`config.mk`:
```
export PLATFORM = sky130hd
export DESIGN_NAME = epoch_seconds_to_calendar_date
export DESIGN_NICKNAME = d
export VERILOG_FILES = /design/src/rtl/ecd_pkg.sv /design/src/rtl/ecd_weekday.sv /design/src/rtl/epoch_seconds_to_calendar_date.sv
export SDC_FILE = /design/constraint.sdc
export NUM_CORES = 2
export LEC_CHECK = 0
export ABC_AREA = 1
export BUFFER_PORTS_ARGS = -buffer_cell sky130_fd_sc_hd__buf_2
export CORE_ASPECT_RATIO = 1.1
export CORE_MARGIN = 2
export CORE_UTILIZATION = 45
export DETAILED_ROUTE_END_ITERATION = 7
export PLACE_DENSITY = 0.67
export SYNTH_ARGS = -nofsm -noshare
export SYNTH_HDL_FRONTEND = slang
export SYNTH_SLANG_ARGS = --single-unit
```
`constraint.sdc`:
```
create_clock -name clk -period 17.2 [get_ports clk]
set_input_delay 0.86 -clock clk [delete_from_list [all_inputs] [get_ports clk]]
set_output_delay 0.86 -clock clk [all_outputs]
set_load 0.01 [all_outputs]
```
`src/rtl/ecd_pkg.sv`:
```
// ecd_pkg: widths, constants, reciprocal multipliers and month tables for the
// epoch seconds to calendar date converter
// no dependencies
`default_nettype none

package ecd_pkg;

    // field widths
    localparam int SECS_W   = 32;
    localparam int EPOCH_W  = 22;
    localparam int YEAR_W   = 16;
    localparam int MONTH_W  = 4;
    localparam int DAY_W    = 5;
    localparam int HOUR_W   = 5;
    localparam int MIN_W    = 6;
    localparam int SEC_W    = 6;
    localparam int WDAY_W   = 3;

    // internal widths
    localparam int DAYS_W   = 16;
    localparam int REM_W    = 17;
    localparam int MREM_W   = 12;
    localparam int JDN_W    = 23;
    localparam int CENT_W   = 7;
    localparam int A2_W     = 16;
    localparam int YR4_W    = 7;
    localparam int A3_W     = 9;
    localparam int N_W      = 4;
    localparam int RAWYR_W  = 14;
    localparam int Y2_W     = 7;
    localparam int WSUM_W   = 7;
    localparam int Q_W      = 4;

    // calendar constants
    localparam int SECS_PER_DAY  = 86400;
    localparam int SECS_PER_HOUR = 3600;
    localparam int SECS_PER_MIN  = 60;
    localparam int JDN_OFFSET    = 32044;
    localparam int DAYS_400Y     = 146097;
    localparam int DAYS_4Y       = 1461;
    localparam int YEAR_BIAS     = 4800;
    localparam int DAYS_PER_WEEK = 7;
    localparam int YEARS_PER_CENT = 100;
    localparam logic [EPOCH_W-1:0] EPOCH_RESET = EPOCH_W'(2451545);

    // seconds to days: drop 7 bits, then divide by 675 (86400 = 128 * 675)
    localparam int DAY_PRE  = 7;
    localparam int DAY_DIV  = 675;
    localparam int DAY_SH   = 35;
    localparam int DAY_MW   = 26;
    localparam logic [DAY_MW-1:0] DAY_MUL =
        DAY_MW'(((64'd1 << DAY_SH) + 64'(DAY_DIV) - 64'd1) / 64'(DAY_DIV));

    localparam int HOUR_SH  = 29;
    localparam int HOUR_MW  = 18;
    localparam logic [HOUR_MW-1:0] HOUR_MUL =
        HOUR_MW'(((64'd1 << HOUR_SH) + 64'(SECS_PER_HOUR) - 64'd1) / 64'(SECS_PER_HOUR));

    localparam int MIN_SH   = 18;
    localparam int MIN_MW   = 13;
    localparam logic [MIN_MW-1:0] MIN_MUL =
        MIN_MW'(((64'd1 << MIN_SH) + 64'(SECS_PER_MIN) - 64'd1) / 64'(SECS_PER_MIN));

    localparam int CENT_SH  = 43;
    localparam int CENT_MW  = 26;
    localparam logic [CENT_MW-1:0] CENT_MUL =
        CENT_MW'(((64'd1 << CENT_SH) + 64'(DAYS_400Y) - 64'd1) / 64'(DAYS_400Y));

    localparam int YR4_SH   = 29;
    localparam int YR4_MW   = 19;
    localparam logic [YR4_MW-1:0] YR4_MUL =
        YR4_MW'(((64'd1 << YR4_SH) + 64'(DAYS_4Y) - 64'd1) / 64'(DAYS_4Y));

    localparam int MSPAN    = 153;
    localparam int N_SH     = 19;
    localparam int N_MW     = 12;
    localparam logic [N_MW-1:0] N_MUL =
        N_MW'(((64'd1 << N_SH) + 64'(MSPAN) - 64'd1) / 64'(MSPAN));

    localparam int Y12_DIV  = 12;
    localparam int Y12_SH   = 11;
    localparam int Y12_MW   = 8;
    localparam logic [Y12_MW-1:0] Y12_MUL =
        Y12_MW'(((64'd1 << Y12_SH) + 64'(Y12_DIV) - 64'd1) / 64'(Y12_DIV));

    localparam int W7_SH    = 10;
    localparam int W7_MW    = 8;
    localparam logic [W7_MW-1:0] W7_MUL =
        W7_MW'(((64'd1 << W7_SH) + 64'(DAYS_PER_WEEK) - 64'd1) / 64'(DAYS_PER_WEEK));

    // pipeline depth
    localparam int DATE_LAT = 8;
    localparam int WD_LAT   = 4;
    localparam int PIPE_LAT = DATE_LAT + WD_LAT;

    // month index n counts from march
    localparam logic [N_W-1:0] N_JAN = N_W'(10);

    typedef struct packed {
        logic               valid_res;
        logic [YEAR_W-1:0]  year;
        logic [MONTH_W-1:0] month;
        logic [DAY_W-1:0]   day_of_month;
        logic [HOUR_W-1:0]  hour;
        logic [MIN_W-1:0]   minute;
        logic [SEC_W-1:0]   second;
    } date_word_t;

    typedef struct packed {
        logic              known;
        logic [Y2_W-1:0]   y2;
        logic [WDAY_W-1:0] anchor;
        logic              leap_jf;
        logic [DAY_W-1:0]  day_of_month;
    } wd_word_t;

    // days before the first of month n, (153 n + 2) / 5
    function automatic logic [A3_W-1:0] month_start(input logic [N_W-1:0] n);
        logic [A3_W-1:0] d;
        unique case (n)
            4'd0:    d = 9'd0;
            4'd1:    d = 9'd31;
            4'd2:    d = 9'd61;
            4'd3:    d = 9'd92;
            4'd4:    d = 9'd122;
            4'd5:    d = 9'd153;
            4'd6:    d = 9'd184;
            4'd7:    d = 9'd214;
            4'd8:    d = 9'd245;
            4'd9:    d = 9'd275;
            4'd10:   d = 9'd306;
            4'd11:   d = 9'd337;
            default: d = 9'd0;
        endcase
        return d;
    endfunction

    // weekday anchor of the month reached by index n
    function automatic logic [WDAY_W-1:0] month_anchor(input logic [N_W-1:0] n);
        logic [WDAY_W-1:0] w;
        unique case (n)
            4'd0:    w = 3'd2;
            4'd1:    w = 3'd5;
            4'd2:    w = 3'd0;
            4'd3:    w = 3'd3;
            4'd4:    w = 3'd5;
            4'd5:    w = 3'd1;
            4'd6:    w = 3'd4;
            4'd7:    w = 3'd6;
            4'd8:    w = 3'd2;
            4'd9:    w = 3'd4;
            4'd10:   w = 3'd6;
            4'd11:   w = 3'd2;
            default: w = 3'd0;
        endcase
        return w;
    endfunction

endpackage

`default_nettype wire

```
`src/rtl/ecd_weekday.sv`:
```
// ecd_weekday: four-stage weekday pipeline from two-digit year, month anchor
// and day of month; depends on ecd_pkg
`default_nettype none

module ecd_weekday (
    input  wire logic                   clk,
    input  wire ecd_pkg::wd_word_t      wd_in,
    output logic [ecd_pkg::WDAY_W-1:0]  weekday
);
    import ecd_pkg::*;

    wd_word_t              w1_word_reg;
    logic [Q_W-1:0]        w1_q12_reg;
    logic [Q_W-1:0]        w1_q12_next;
    logic [Y2_W+Y12_MW-1:0] y12_prod;

    logic [WSUM_W-1:0]     w2_sum_reg;
    logic [WSUM_W-1:0]     w2_sum_next;
    logic                  w2_known_reg;
    logic [Q_W-1:0]        r12;
    logic [Y2_W-1:0]       q12_x12;

    logic [WSUM_W-1:0]     w3_sum_reg;
    logic [Q_W-1:0]        w3_q7_reg;
    logic [Q_W-1:0]        w3_q7_next;
    logic                  w3_known_reg;
    logic [WSUM_W+W7_MW-1:0] w7_prod;

    logic [WDAY_W-1:0]     w4_wd_reg;
    logic [WDAY_W-1:0]     w4_wd_next;
    logic [WSUM_W-1:0]     q7_x7;

    // y2 / 12
    assign y12_prod    = (Y2_W+Y12_MW)'(wd_in.y2) * (Y2_W+Y12_MW)'(Y12_MUL);
    assign w1_q12_next = y12_prod[Y12_SH +: Q_W];

    // y2 / 12 + y2 % 12 + (y2 % 12) / 4 + anchor + leap fix + day
    always_comb
    begin
        q12_x12     = Y2_W'(w1_q12_reg) * Y2_W'(Y12_DIV);
        r12         = Q_W'(w1_word_reg.y2 - q12_x12);
        w2_sum_next = WSUM_W'(w1_q12_reg) + WSUM_W'(r12) + WSUM_W'(r12 >> 2)
                    + WSUM_W'(w1_word_reg.anchor)
                    + (w1_word_reg.leap_jf ? WSUM_W'(DAYS_PER_WEEK - 1) : '0)
                    + WSUM_W'(w1_word_reg.day_of_month);
    end

    // sum / 7
    assign w7_prod    = (WSUM_W+W7_MW)'(w2_sum_reg) * (WSUM_W+W7_MW)'(W7_MUL);
    assign w3_q7_next = w7_prod[W7_SH +: Q_W];

    always_comb
    begin
        q7_x7      = WSUM_W'(w3_q7_reg) * WSUM_W'(DAYS_PER_WEEK);
        w4_wd_next = w3_known_reg ? WDAY_W'(w3_sum_reg - q7_x7) : '0;
    end

    always_ff @(posedge clk)
    begin
        w1_word_reg  <= wd_in;
        w1_q12_reg   <= w1_q12_next;
        w2_sum_reg   <= w2_sum_next;
        w2_known_reg <= w1_word_reg.known;
        w3_sum_reg   <= w2_sum_reg;
        w3_q7_reg    <= w3_q7_next;
        w3_known_reg <= w2_known_reg;
        w4_wd_reg    <= w4_wd_next;
    end

    assign weekday = w4_wd_reg;

endmodule

`default_nettype wire

```
`src/rtl/epoch_seconds_to_calendar_date.sv`:
```
// epoch_seconds_to_calendar_date: pipelined conversion of seconds since a
// configurable epoch into date, time of day and weekday
// depends on ecd_pkg and ecd_weekday
//
//  channel  | ports                                         | handshake
//  ---------+-----------------------------------------------+-------------------
//  input    | seconds_since_epoch                           | start, busy
//  result   | valid_res year month day_of_month hour        | done (one cycle)
//           | minute second weekday                         |
//  config   | cfg_wdata (epoch julian day)                  | cfg_we
//
//  one word enters every cycle; busy stays low
//  result appears after 8 date stages that alternate reciprocal multiply and
//  remainder, then 4 weekday stages
//  rst_n clears the valid bits and loads the epoch 2000-01-01
//  results cannot be held off, so nothing in the pipeline ever stalls
`default_nettype none

module epoch_seconds_to_calendar_date (
    input  wire logic                          clk,
    input  wire logic                          rst_n,
    input  wire logic                          start,
    output logic                               busy,
    input  wire logic [ecd_pkg::SECS_W-1:0]    seconds_since_epoch,
    input  wire logic                          cfg_we,
    input  wire logic [ecd_pkg::EPOCH_W-1:0]   cfg_wdata,
    output logic                               done,
    output logic                               valid_res,
    output logic [ecd_pkg::YEAR_W-1:0]         year,
    output logic [ecd_pkg::MONTH_W-1:0]        month,
    output logic [ecd_pkg::DAY_W-1:0]          day_of_month,
    output logic [ecd_pkg::HOUR_W-1:0]         hour,
    output logic [ecd_pkg::MIN_W-1:0]          minute,
    output logic [ecd_pkg::SEC_W-1:0]          second,
    output logic [ecd_pkg::WDAY_W-1:0]         weekday
);
    import ecd_pkg::*;

    localparam int DAYP_W = SECS_W - DAY_PRE + DAY_MW;
    localparam int HRP_W  = REM_W + HOUR_MW;
    localparam int CP_W   = JDN_W + 2 + CENT_MW;
    localparam int MNP_W  = MREM_W + MIN_MW;
    localparam int EP_W   = A2_W + 2 + YR4_MW;
    localparam int NX_W   = 11;
    localparam int NP_W   = NX_W + N_MW;

    logic [EPOCH_W-1:0]  epoch_reg;
    logic [PIPE_LAT-1:0] vld_reg;

    // stage 1
    logic [DAYP_W-1:0]   day_prod;
    logic [DAYS_W-1:0]   s1_days_reg;
    logic [REM_W-1:0]    s1_sec_lo_reg;
    logic                s1_nz_reg;
    // stage 2
    logic [DAYS_W+REM_W-1:0] day_secs;
    logic [REM_W-1:0]    s2_rem_next;
    logic [JDN_W-1:0]    s2_jdn_next;
    logic [REM_W-1:0]    s2_rem_reg;
    logic [JDN_W-1:0]    s2_jdn_reg;
    logic                s2_nz_reg;
    // stage 3
    logic [HRP_W-1:0]    hour_prod;
    logic [CP_W-1:0]     cent_prod;
    logic [HOUR_W-1:0]   s3_hour_reg;
    logic [CENT_W-1:0]   s3_cent_reg;
    logic [REM_W-1:0]    s3_rem_reg;
    logic [JDN_W-1:0]    s3_jdn_reg;
    logic                s3_nz_reg;
    // stage 4
    logic [REM_W-1:0]    hour_secs;
    logic [CENT_W+18-1:0] cent_days;
    logic [MREM_W-1:0]   s4_mrem_next;
    logic [A2_W-1:0]     s4_a2_next;
    logic [MREM_W-1:0]   s4_mrem_reg;
    logic [A2_W-1:0]     s4_a2_reg;
    logic [HOUR_W-1:0]   s4_hour_reg;
    logic [CENT_W-1:0]   s4_cent_reg;
    logic                s4_nz_reg;
    // stage 5
    logic [MNP_W-1:0]    min_prod;
    logic [EP_W-1:0]     yr4_prod;
    logic [MIN_W-1:0]    s5_min_reg;
    logic [YR4_W-1:0]    s5_yr4_reg;
    logic [MREM_W-1:0]   s5_mrem_reg;
    logic [A2_W-1:0]     s5_a2_reg;
    logic [HOUR_W-1:0]   s5_hour_reg;
    logic [CENT_W-1:0]   s5_cent_reg;
    logic                s5_nz_reg;
    // stage 6
    logic [MREM_W-1:0]   min_secs;
    logic [YR4_W+11-1:0] yr4_days;
    logic [SEC_W-1:0]    s6_sec_next;
    logic [A3_W-1:0]     s6_a3_next;
    logic [SEC_W-1:0]    s6_sec_reg;
    logic [A3_W-1:0]     s6_a3_reg;
    logic [MIN_W-1:0]    s6_min_reg;
    logic [YR4_W-1:0]    s6_yr4_reg;
    logic [HOUR_W-1:0]   s6_hour_reg;
    logic [CENT_W-1:0]   s6_cent_reg;
    logic                s6_nz_reg;
    // stage 7
    logic [NX_W-1:0]     n_x;
    logic [NP_W-1:0]     n_prod;
    logic [N_W-1:0]      s7_n_reg;
    logic [A3_W-1:0]     s7_a3_reg;
    logic [SEC_W-1:0]    s7_sec_reg;
    logic [MIN_W-1:0]    s7_min_reg;
    logic [YR4_W-1:0]    s7_yr4_reg;
    logic [HOUR_W-1:0]   s7_hour_reg;
    logic [CENT_W-1:0]   s7_cent_reg;
    logic                s7_nz_reg;
    // stage 8
    logic                jan_feb;
    logic [RAWYR_W-1:0]  raw_year;
    logic                before_zero;
    logic [Y2_W-1:0]     yy;
    logic [Y2_W-1:0]     y2;
    logic [DAY_W-1:0]    dom;
    date_word_t          s8_date_next;
    wd_word_t            s8_wd_next;
    date_word_t          s8_date_reg;
    wd_word_t            s8_wd_reg;
    // weekday alignment
    date_word_t          dly_reg [WD_LAT];
    logic [WDAY_W-1:0]   wd_out;

    always_ff @(posedge clk or negedge rst_n)
    begin
        if (!rst_n)
        begin
            epoch_reg <= EPOCH_RESET;
            vld_reg   <= '0;
        end
        else
        begin
            if (cfg_we)
            begin
                epoch_reg <= cfg_wdata;
            end
            vld_reg <= {vld_reg[PIPE_LAT-2:0], start && !busy};
        end
    end

    assign busy = 1'b0;

    // seconds / 86400
    assign day_prod = DAYP_W'(seconds_since_epoch[SECS_W-1:DAY_PRE]) * DAYP_W'(DAY_MUL);

    // time of day remainder and julian day
    always_comb
    begin
        day_secs    = (DAYS_W+REM_W)'(s1_days_reg) * (DAYS_W+REM_W)'(SECS_PER_DAY);
        s2_rem_next = s1_sec_lo_reg - day_secs[REM_W-1:0];
        s2_jdn_next = JDN_W'(s1_days_reg) + JDN_W'(JDN_OFFSET) + JDN_W'(epoch_reg);
    end

    // hour and 400-year cycle
    assign hour_prod = HRP_W'(s2_rem_reg) * HRP_W'(HOUR_MUL);
    assign cent_prod = CP_W'({s2_jdn_reg, 2'b11}) * CP_W'(CENT_MUL);

    always_comb
    begin
        hour_secs    = REM_W'(s3_hour_reg) * REM_W'(SECS_PER_HOUR);
        s4_mrem_next = MREM_W'(s3_rem_reg - hour_secs);
        cent_days    = (CENT_W+18)'(s3_cent_reg) * (CENT_W+18)'(DAYS_400Y);
        s4_a2_next   = A2_W'(s3_jdn_reg - JDN_W'(cent_days >> 2));
    end

    // minute and 4-year cycle
    assign min_prod = MNP_W'(s4_mrem_reg) * MNP_W'(MIN_MUL);
    assign yr4_prod = EP_W'({s4_a2_reg, 2'b11}) * EP_W'(YR4_MUL);

    always_comb
    begin
        min_secs    = MREM_W'(s5_min_reg) * MREM_W'(SECS_PER_MIN);
        s6_sec_next = SEC_W'(s5_mrem_reg - min_secs);
        yr4_days    = (YR4_W+11)'(s5_yr4_reg) * (YR4_W+11)'(DAYS_4Y);
        s6_a3_next  = A3_W'(s5_a2_reg - A2_W'(yr4_days >> 2));
    end

    // month index from march
    assign n_x    = NX_W'(s6_a3_reg) * NX_W'(5) + NX_W'(2);
    assign n_prod = NP_W'(n_x) * NP_W'(N_MUL);

    // year, month, day and weekday inputs
    always_comb
    begin
        jan_feb     = (s7_n_reg >= N_JAN);
        raw_year    = RAWYR_W'(s7_cent_reg) * RAWYR_W'(YEARS_PER_CENT)
                    + RAWYR_W'(s7_yr4_reg) + RAWYR_W'(jan_feb);
        before_zero = (raw_year < RAWYR_W'(YEAR_BIAS));
        yy          = Y2_W'(s7_yr4_reg) + Y2_W'(jan_feb);
        if (before_zero || yy == Y2_W'(YEARS_PER_CENT))
        begin
            y2 = '0;
        end
        else
        begin
            y2 = yy;
        end
        dom = DAY_W'(s7_a3_reg - month_start(s7_n_reg) + A3_W'(1));

        s8_date_next.valid_res    = s7_nz_reg;
        s8_date_next.year         = (before_zero || !s7_nz_reg) ? '0
                                  : YEAR_W'(raw_year - RAWYR_W'(YEAR_BIAS));
        s8_date_next.month        = !s7_nz_reg ? '0
                                  : jan_feb ? MONTH_W'(s7_n_reg - N_W'(9))
                                  : MONTH_W'(s7_n_reg + N_W'(3));
        s8_date_next.day_of_month = s7_nz_reg ? dom : '0;
        s8_date_next.hour         = s7_nz_reg ? s7_hour_reg : '0;
        s8_date_next.minute       = s7_nz_reg ? s7_min_reg : '0;
        s8_date_next.second       = s7_nz_reg ? s7_sec_reg : '0;

        s8_wd_next.known          = s7_nz_reg;
        s8_wd_next.y2             = y2;
        s8_wd_next.anchor         = month_anchor(s7_n_reg);
        s8_wd_next.leap_jf        = jan_feb && (y2[1:0] == 2'b00);
        s8_wd_next.day_of_month   = dom;
    end

    always_ff @(posedge clk)
    begin
        s1_days_reg   <= day_prod[DAY_SH +: DAYS_W];
        s1_sec_lo_reg <= seconds_since_epoch[REM_W-1:0];
        s1_nz_reg     <= (seconds_since_epoch != '0);

        s2_rem_reg    <= s2_rem_next;
        s2_jdn_reg    <= s2_jdn_next;
        s2_nz_reg     <= s1_nz_reg;

        s3_hour_reg   <= hour_prod[HOUR_SH +: HOUR_W];
        s3_cent_reg   <= cent_prod[CENT_SH +: CENT_W];
        s3_rem_reg    <= s2_rem_reg;
        s3_jdn_reg    <= s2_jdn_reg;
        s3_nz_reg     <= s2_nz_reg;

        s4_mrem_reg   <= s4_mrem_next;
        s4_a2_reg     <= s4_a2_next;
        s4_hour_reg   <= s3_hour_reg;
        s4_cent_reg   <= s3_cent_reg;
        s4_nz_reg     <= s3_nz_reg;

        s5_min_reg    <= min_prod[MIN_SH +: MIN_W];
        s5_yr4_reg    <= yr4_prod[YR4_SH +: YR4_W];
        s5_mrem_reg   <= s4_mrem_reg;
        s5_a2_reg     <= s4_a2_reg;
        s5_hour_reg   <= s4_hour_reg;
        s5_cent_reg   <= s4_cent_reg;
        s5_nz_reg     <= s4_nz_reg;

        s6_sec_reg    <= s6_sec_next;
        s6_a3_reg     <= s6_a3_next;
        s6_min_reg    <= s5_min_reg;
        s6_yr4_reg    <= s5_yr4_reg;
        s6_hour_reg   <= s5_hour_reg;
        s6_cent_reg   <= s5_cent_reg;
        s6_nz_reg     <= s5_nz_reg;

        s7_n_reg      <= n_prod[N_SH +: N_W];
        s7_a3_reg     <= s6_a3_reg;
        s7_sec_reg    <= s6_sec_reg;
        s7_min_reg    <= s6_min_reg;
        s7_yr4_reg    <= s6_yr4_reg;
        s7_hour_reg   <= s6_hour_reg;
        s7_cent_reg   <= s6_cent_reg;
        s7_nz_reg     <= s6_nz_reg;

        s8_date_reg   <= s8_date_next;
        s8_wd_reg     <= s8_wd_next;

        dly_reg[0]    <= s8_date_reg;
        for (int i = 1; i < WD_LAT; i++)
        begin
            dly_reg[i] <= dly_reg[i-1];
        end
    end

    ecd_weekday u_weekday (
        .clk     (clk),
        .wd_in   (s8_wd_reg),
        .weekday (wd_out)
    );

    assign done         = vld_reg[PIPE_LAT-1];
    assign valid_res    = dly_reg[WD_LAT-1].valid_res;
    assign year         = dly_reg[WD_LAT-1].year;
    assign month        = dly_reg[WD_LAT-1].month;
    assign day_of_month = dly_reg[WD_LAT-1].day_of_month;
    assign hour         = dly_reg[WD_LAT-1].hour;
    assign minute       = dly_reg[WD_LAT-1].minute;
    assign second       = dly_reg[WD_LAT-1].second;
    assign weekday      = wd_out;

endmodule

`default_nettype wire

```
==> results.yml <==
timing:
  timing.final.hold_violations: 0
  finalSetupViolations: 0
  fmax_ghz: 0.1400
  fin_crit_sh_pct: 41.53
  max-slew-margin-rel_pct: 46.00
  fin_tns_setup_ps: 0
  finClkSkew_ps: 72.61
  slew_viol_final: 0
  holdWs_ps: 243.6
  fin_crit_ps: 7143
  rsz0062_at_grt: "false"
  worst_slew_pin_slew_ps: 807.0
routing:
  vias_per_cell: 4.892
  drc: 0
  drt_iter0_markers: 1571
  wl_met2_um: 60390
  wl_met3_um: 3924
  first_pass_iters: 6
  vias: 38500
  ant_nets: 0
  top_layer: "met4"
  wl_um: 121600
  met1_length_um: 53120
  wire_per_inst_um: 15.45
worst_setup_path:
  worstPathMaxFanout: 8
  r2r_cells: 35
  slowest_stage: "nor2_1"
  path_common_cell: "nand2_1"
  worstPathRequired_ps: 17770
  setup.worst_path.class: "flip-flop to flip-flop"
  r2r-start: "s6_a3_reg[0]"
  endpoint_kind: "flip-flop"
  cp-start-kind: "flip-flop"
  critPathMaxStageDelay_ps: 630
  r2r_slack_ps: 10060
  arrival_ps: 7710
cts:
  post_cts_resized: 0
  cts_max_level: 2
  cts.sinks: 578
  path_clk_slew_ps: 60
  insertion_delay_ps: 690
  cts_buffer_depth: 3
  cts_buffers: 61
  post_cts_buffers: 0
  ctsRootBufferMaster: "clkbuf_16"
  postCtsHoldBufs: 0
  cts_tree: "built"
hold_path:
  hp-class: "primary input to asynchronous set/reset pin"
run:
  cap_viol_max_count: 0
floorplan:
  io_pins: 106
  fp.dieW_um: 343.2
  core_sq_mm: 0.1252
  start_util_pct: 45.48
  dieArea_sq_mm: 0.1294
  die_h_um: 377.1
  fp-row-count: 136
global_route:
  gr-total-overflow: 0
  antenna_found_initial: 1
  grt_usage_pct: 19.40
  grt_pass1_vias: 40870
  grt_max_degree: 36
  grt_first_pass_wirelength_um: 202900
logic_synthesis:
  ys.flop_type: "dfxtp_1"
  synth_area_leader_cell: "ha_1"
  avgSynthCellArea_sq_um: 9.487
  yosysWarningCount: 0
  yosysSeqAreaShare_pct: 20.64
  netlist_top_cells_area: "ha_1, fa_1, dfxtp_1, inv_1, nand2_1"
  synth_edf_count: 0
  synth_fp_nets: 7982
  synthArstFlopShare_pct: 5.882
  synth_cell_types: 55
  yosysMostFrequentCell: "inv_1"
  netlist_area_sq_mm: 0.05695
  synth.top_cell.area_share_pct: 27.26
  synthCells: 6003
  ys_seq_elements: 578
  netlist_top_cells_count: "inv_1, ha_1, fa_1, nand2_1, dfxtp_1"
placed_design:
  gp_congestion: 0.9371
  dp_cells: 7755
  io_buffer_count: 104
  hpwl_um: 106700
cells_and_area:
  largest_reg_flops: 168
  drive_gt1_share_pct: 4.506
  layout.nets: 8141
  stdcell_count: 7871
  area_growth_pct: 8.302
status:
  outcome: "finished clean"
## critical path, delay by kind of cell, from the launching register on
kind,cells,cell delay (ps)
adder cells (fa/ha/maj),8,3170
AND/OR/NAND/NOR,15,1780
AO/OA/AOI/OAI,5,850
buffers and inverters,6,500
flip-flops,1,400
XOR/XNOR,1,350
## layout by cell type, fill, tap and decap left out, types with 7 or more instances in the layout
cell type	count
o21bai_1	24
nand3b_1	11
nor3_1	46
nand3_1	131
ha_1	1241
a21boi_0	7
xnor2_1	77
dfstp_2	10
o211ai_1	13
nor2_1	264
nor4_1	18
a211oi_1	8
or2_2	8
a21o_1	23
dfrtp_1	24
o21a_1	13
inv_1	1516
xor2_1	131
nand2_2	9
clkbuf_8	7
a31oi_1	19
clkbuf_16	62
buf_2	104
o21ai_1	8
fa_1	680
clkinv_2	9
nand2_1	581
inv_6	7
o31ai_1	8
nor2_4	12
mux2_2	9
a21oi_1	296
nand4_1	52
o21ai_0	171
dfxtp_1	544
## stage by stage
step                utilization [%]  area, sq um  setup slack (ps)
floorplan                         -        56950             10760
global placement              47.51        59500             10050
detailed placement            47.51        59500              9951
CTS                           49.25        61680              9923
global route                  49.25        61680              9200
finish                        49.25        61680             10060
## final cells by class
| cell class | instances | area [sq um] |
|---|---|---|
| Sequential cell | 578 | 11750 |
| Inverter | 1521 | 5710 |
| Timing Repair Buffer | 105 | 528.0 |
| Antenna cell | 1 | 2.502 |
| Multi-Input combinational cell | 3895 | 39430 |
| Fill cell | 11790 | 63560 |
| Clock buffer | 75 | 1670 |
| Tap cell | 1656 | 2072 |
| Clock inverter | 40 | 513.0 |
## per-layer routing
layer  vias to the layer above  GRT usage (%)
met2                       613          34.88
met5                         -              0
met1                     18520          24.30
li1                      19170              -
met4                         0          6.204
met3                       206          1.889
## cell families (layout without fill, tap and decap cells)
logic type / count (synthesis) / after routing / synth area share [%]
multiplexers: 9 / 9 / 0.1780
adder cells (fa/ha/maj): 1921 / 1921 / 51.17
AND/OR/NAND/NOR: 1146 / 1146 / 8.700
flip-flops: 578 / 578 / 20.64
XOR/XNOR: 210 / 210 / 3.256
AO/OA/AOI/OAI: 608 / 608 / 5.929
other: 1 / 2 / 0.006584
buffers and inverters: 1530 / 1741 / 10.13
## how the worst max path moves through the flow
| stage | start | end | slack [ps] | cells past startpoint |
|---|---|---|---|---|
| floorplan | s6_a3_reg[1] | flip-flop | 10760 | 36 |
| global placement | s6_a3_reg[0] | flip-flop | 10050 | 35 |
| detailed placement | s6_a3_reg[0] | flip-flop | 9950 | 35 |
| CTS | s6_a3_reg[0] | flip-flop | 9920 | 34 |
| global route | s6_a3_reg[0] | flip-flop | 9200 | 34 |
| finish | s6_a3_reg[0] | flip-flop | 10060 | 35 |
Power is not shown: default switching activity piles up to over one toggle a cycle in this logic, so the estimate is an artifact.
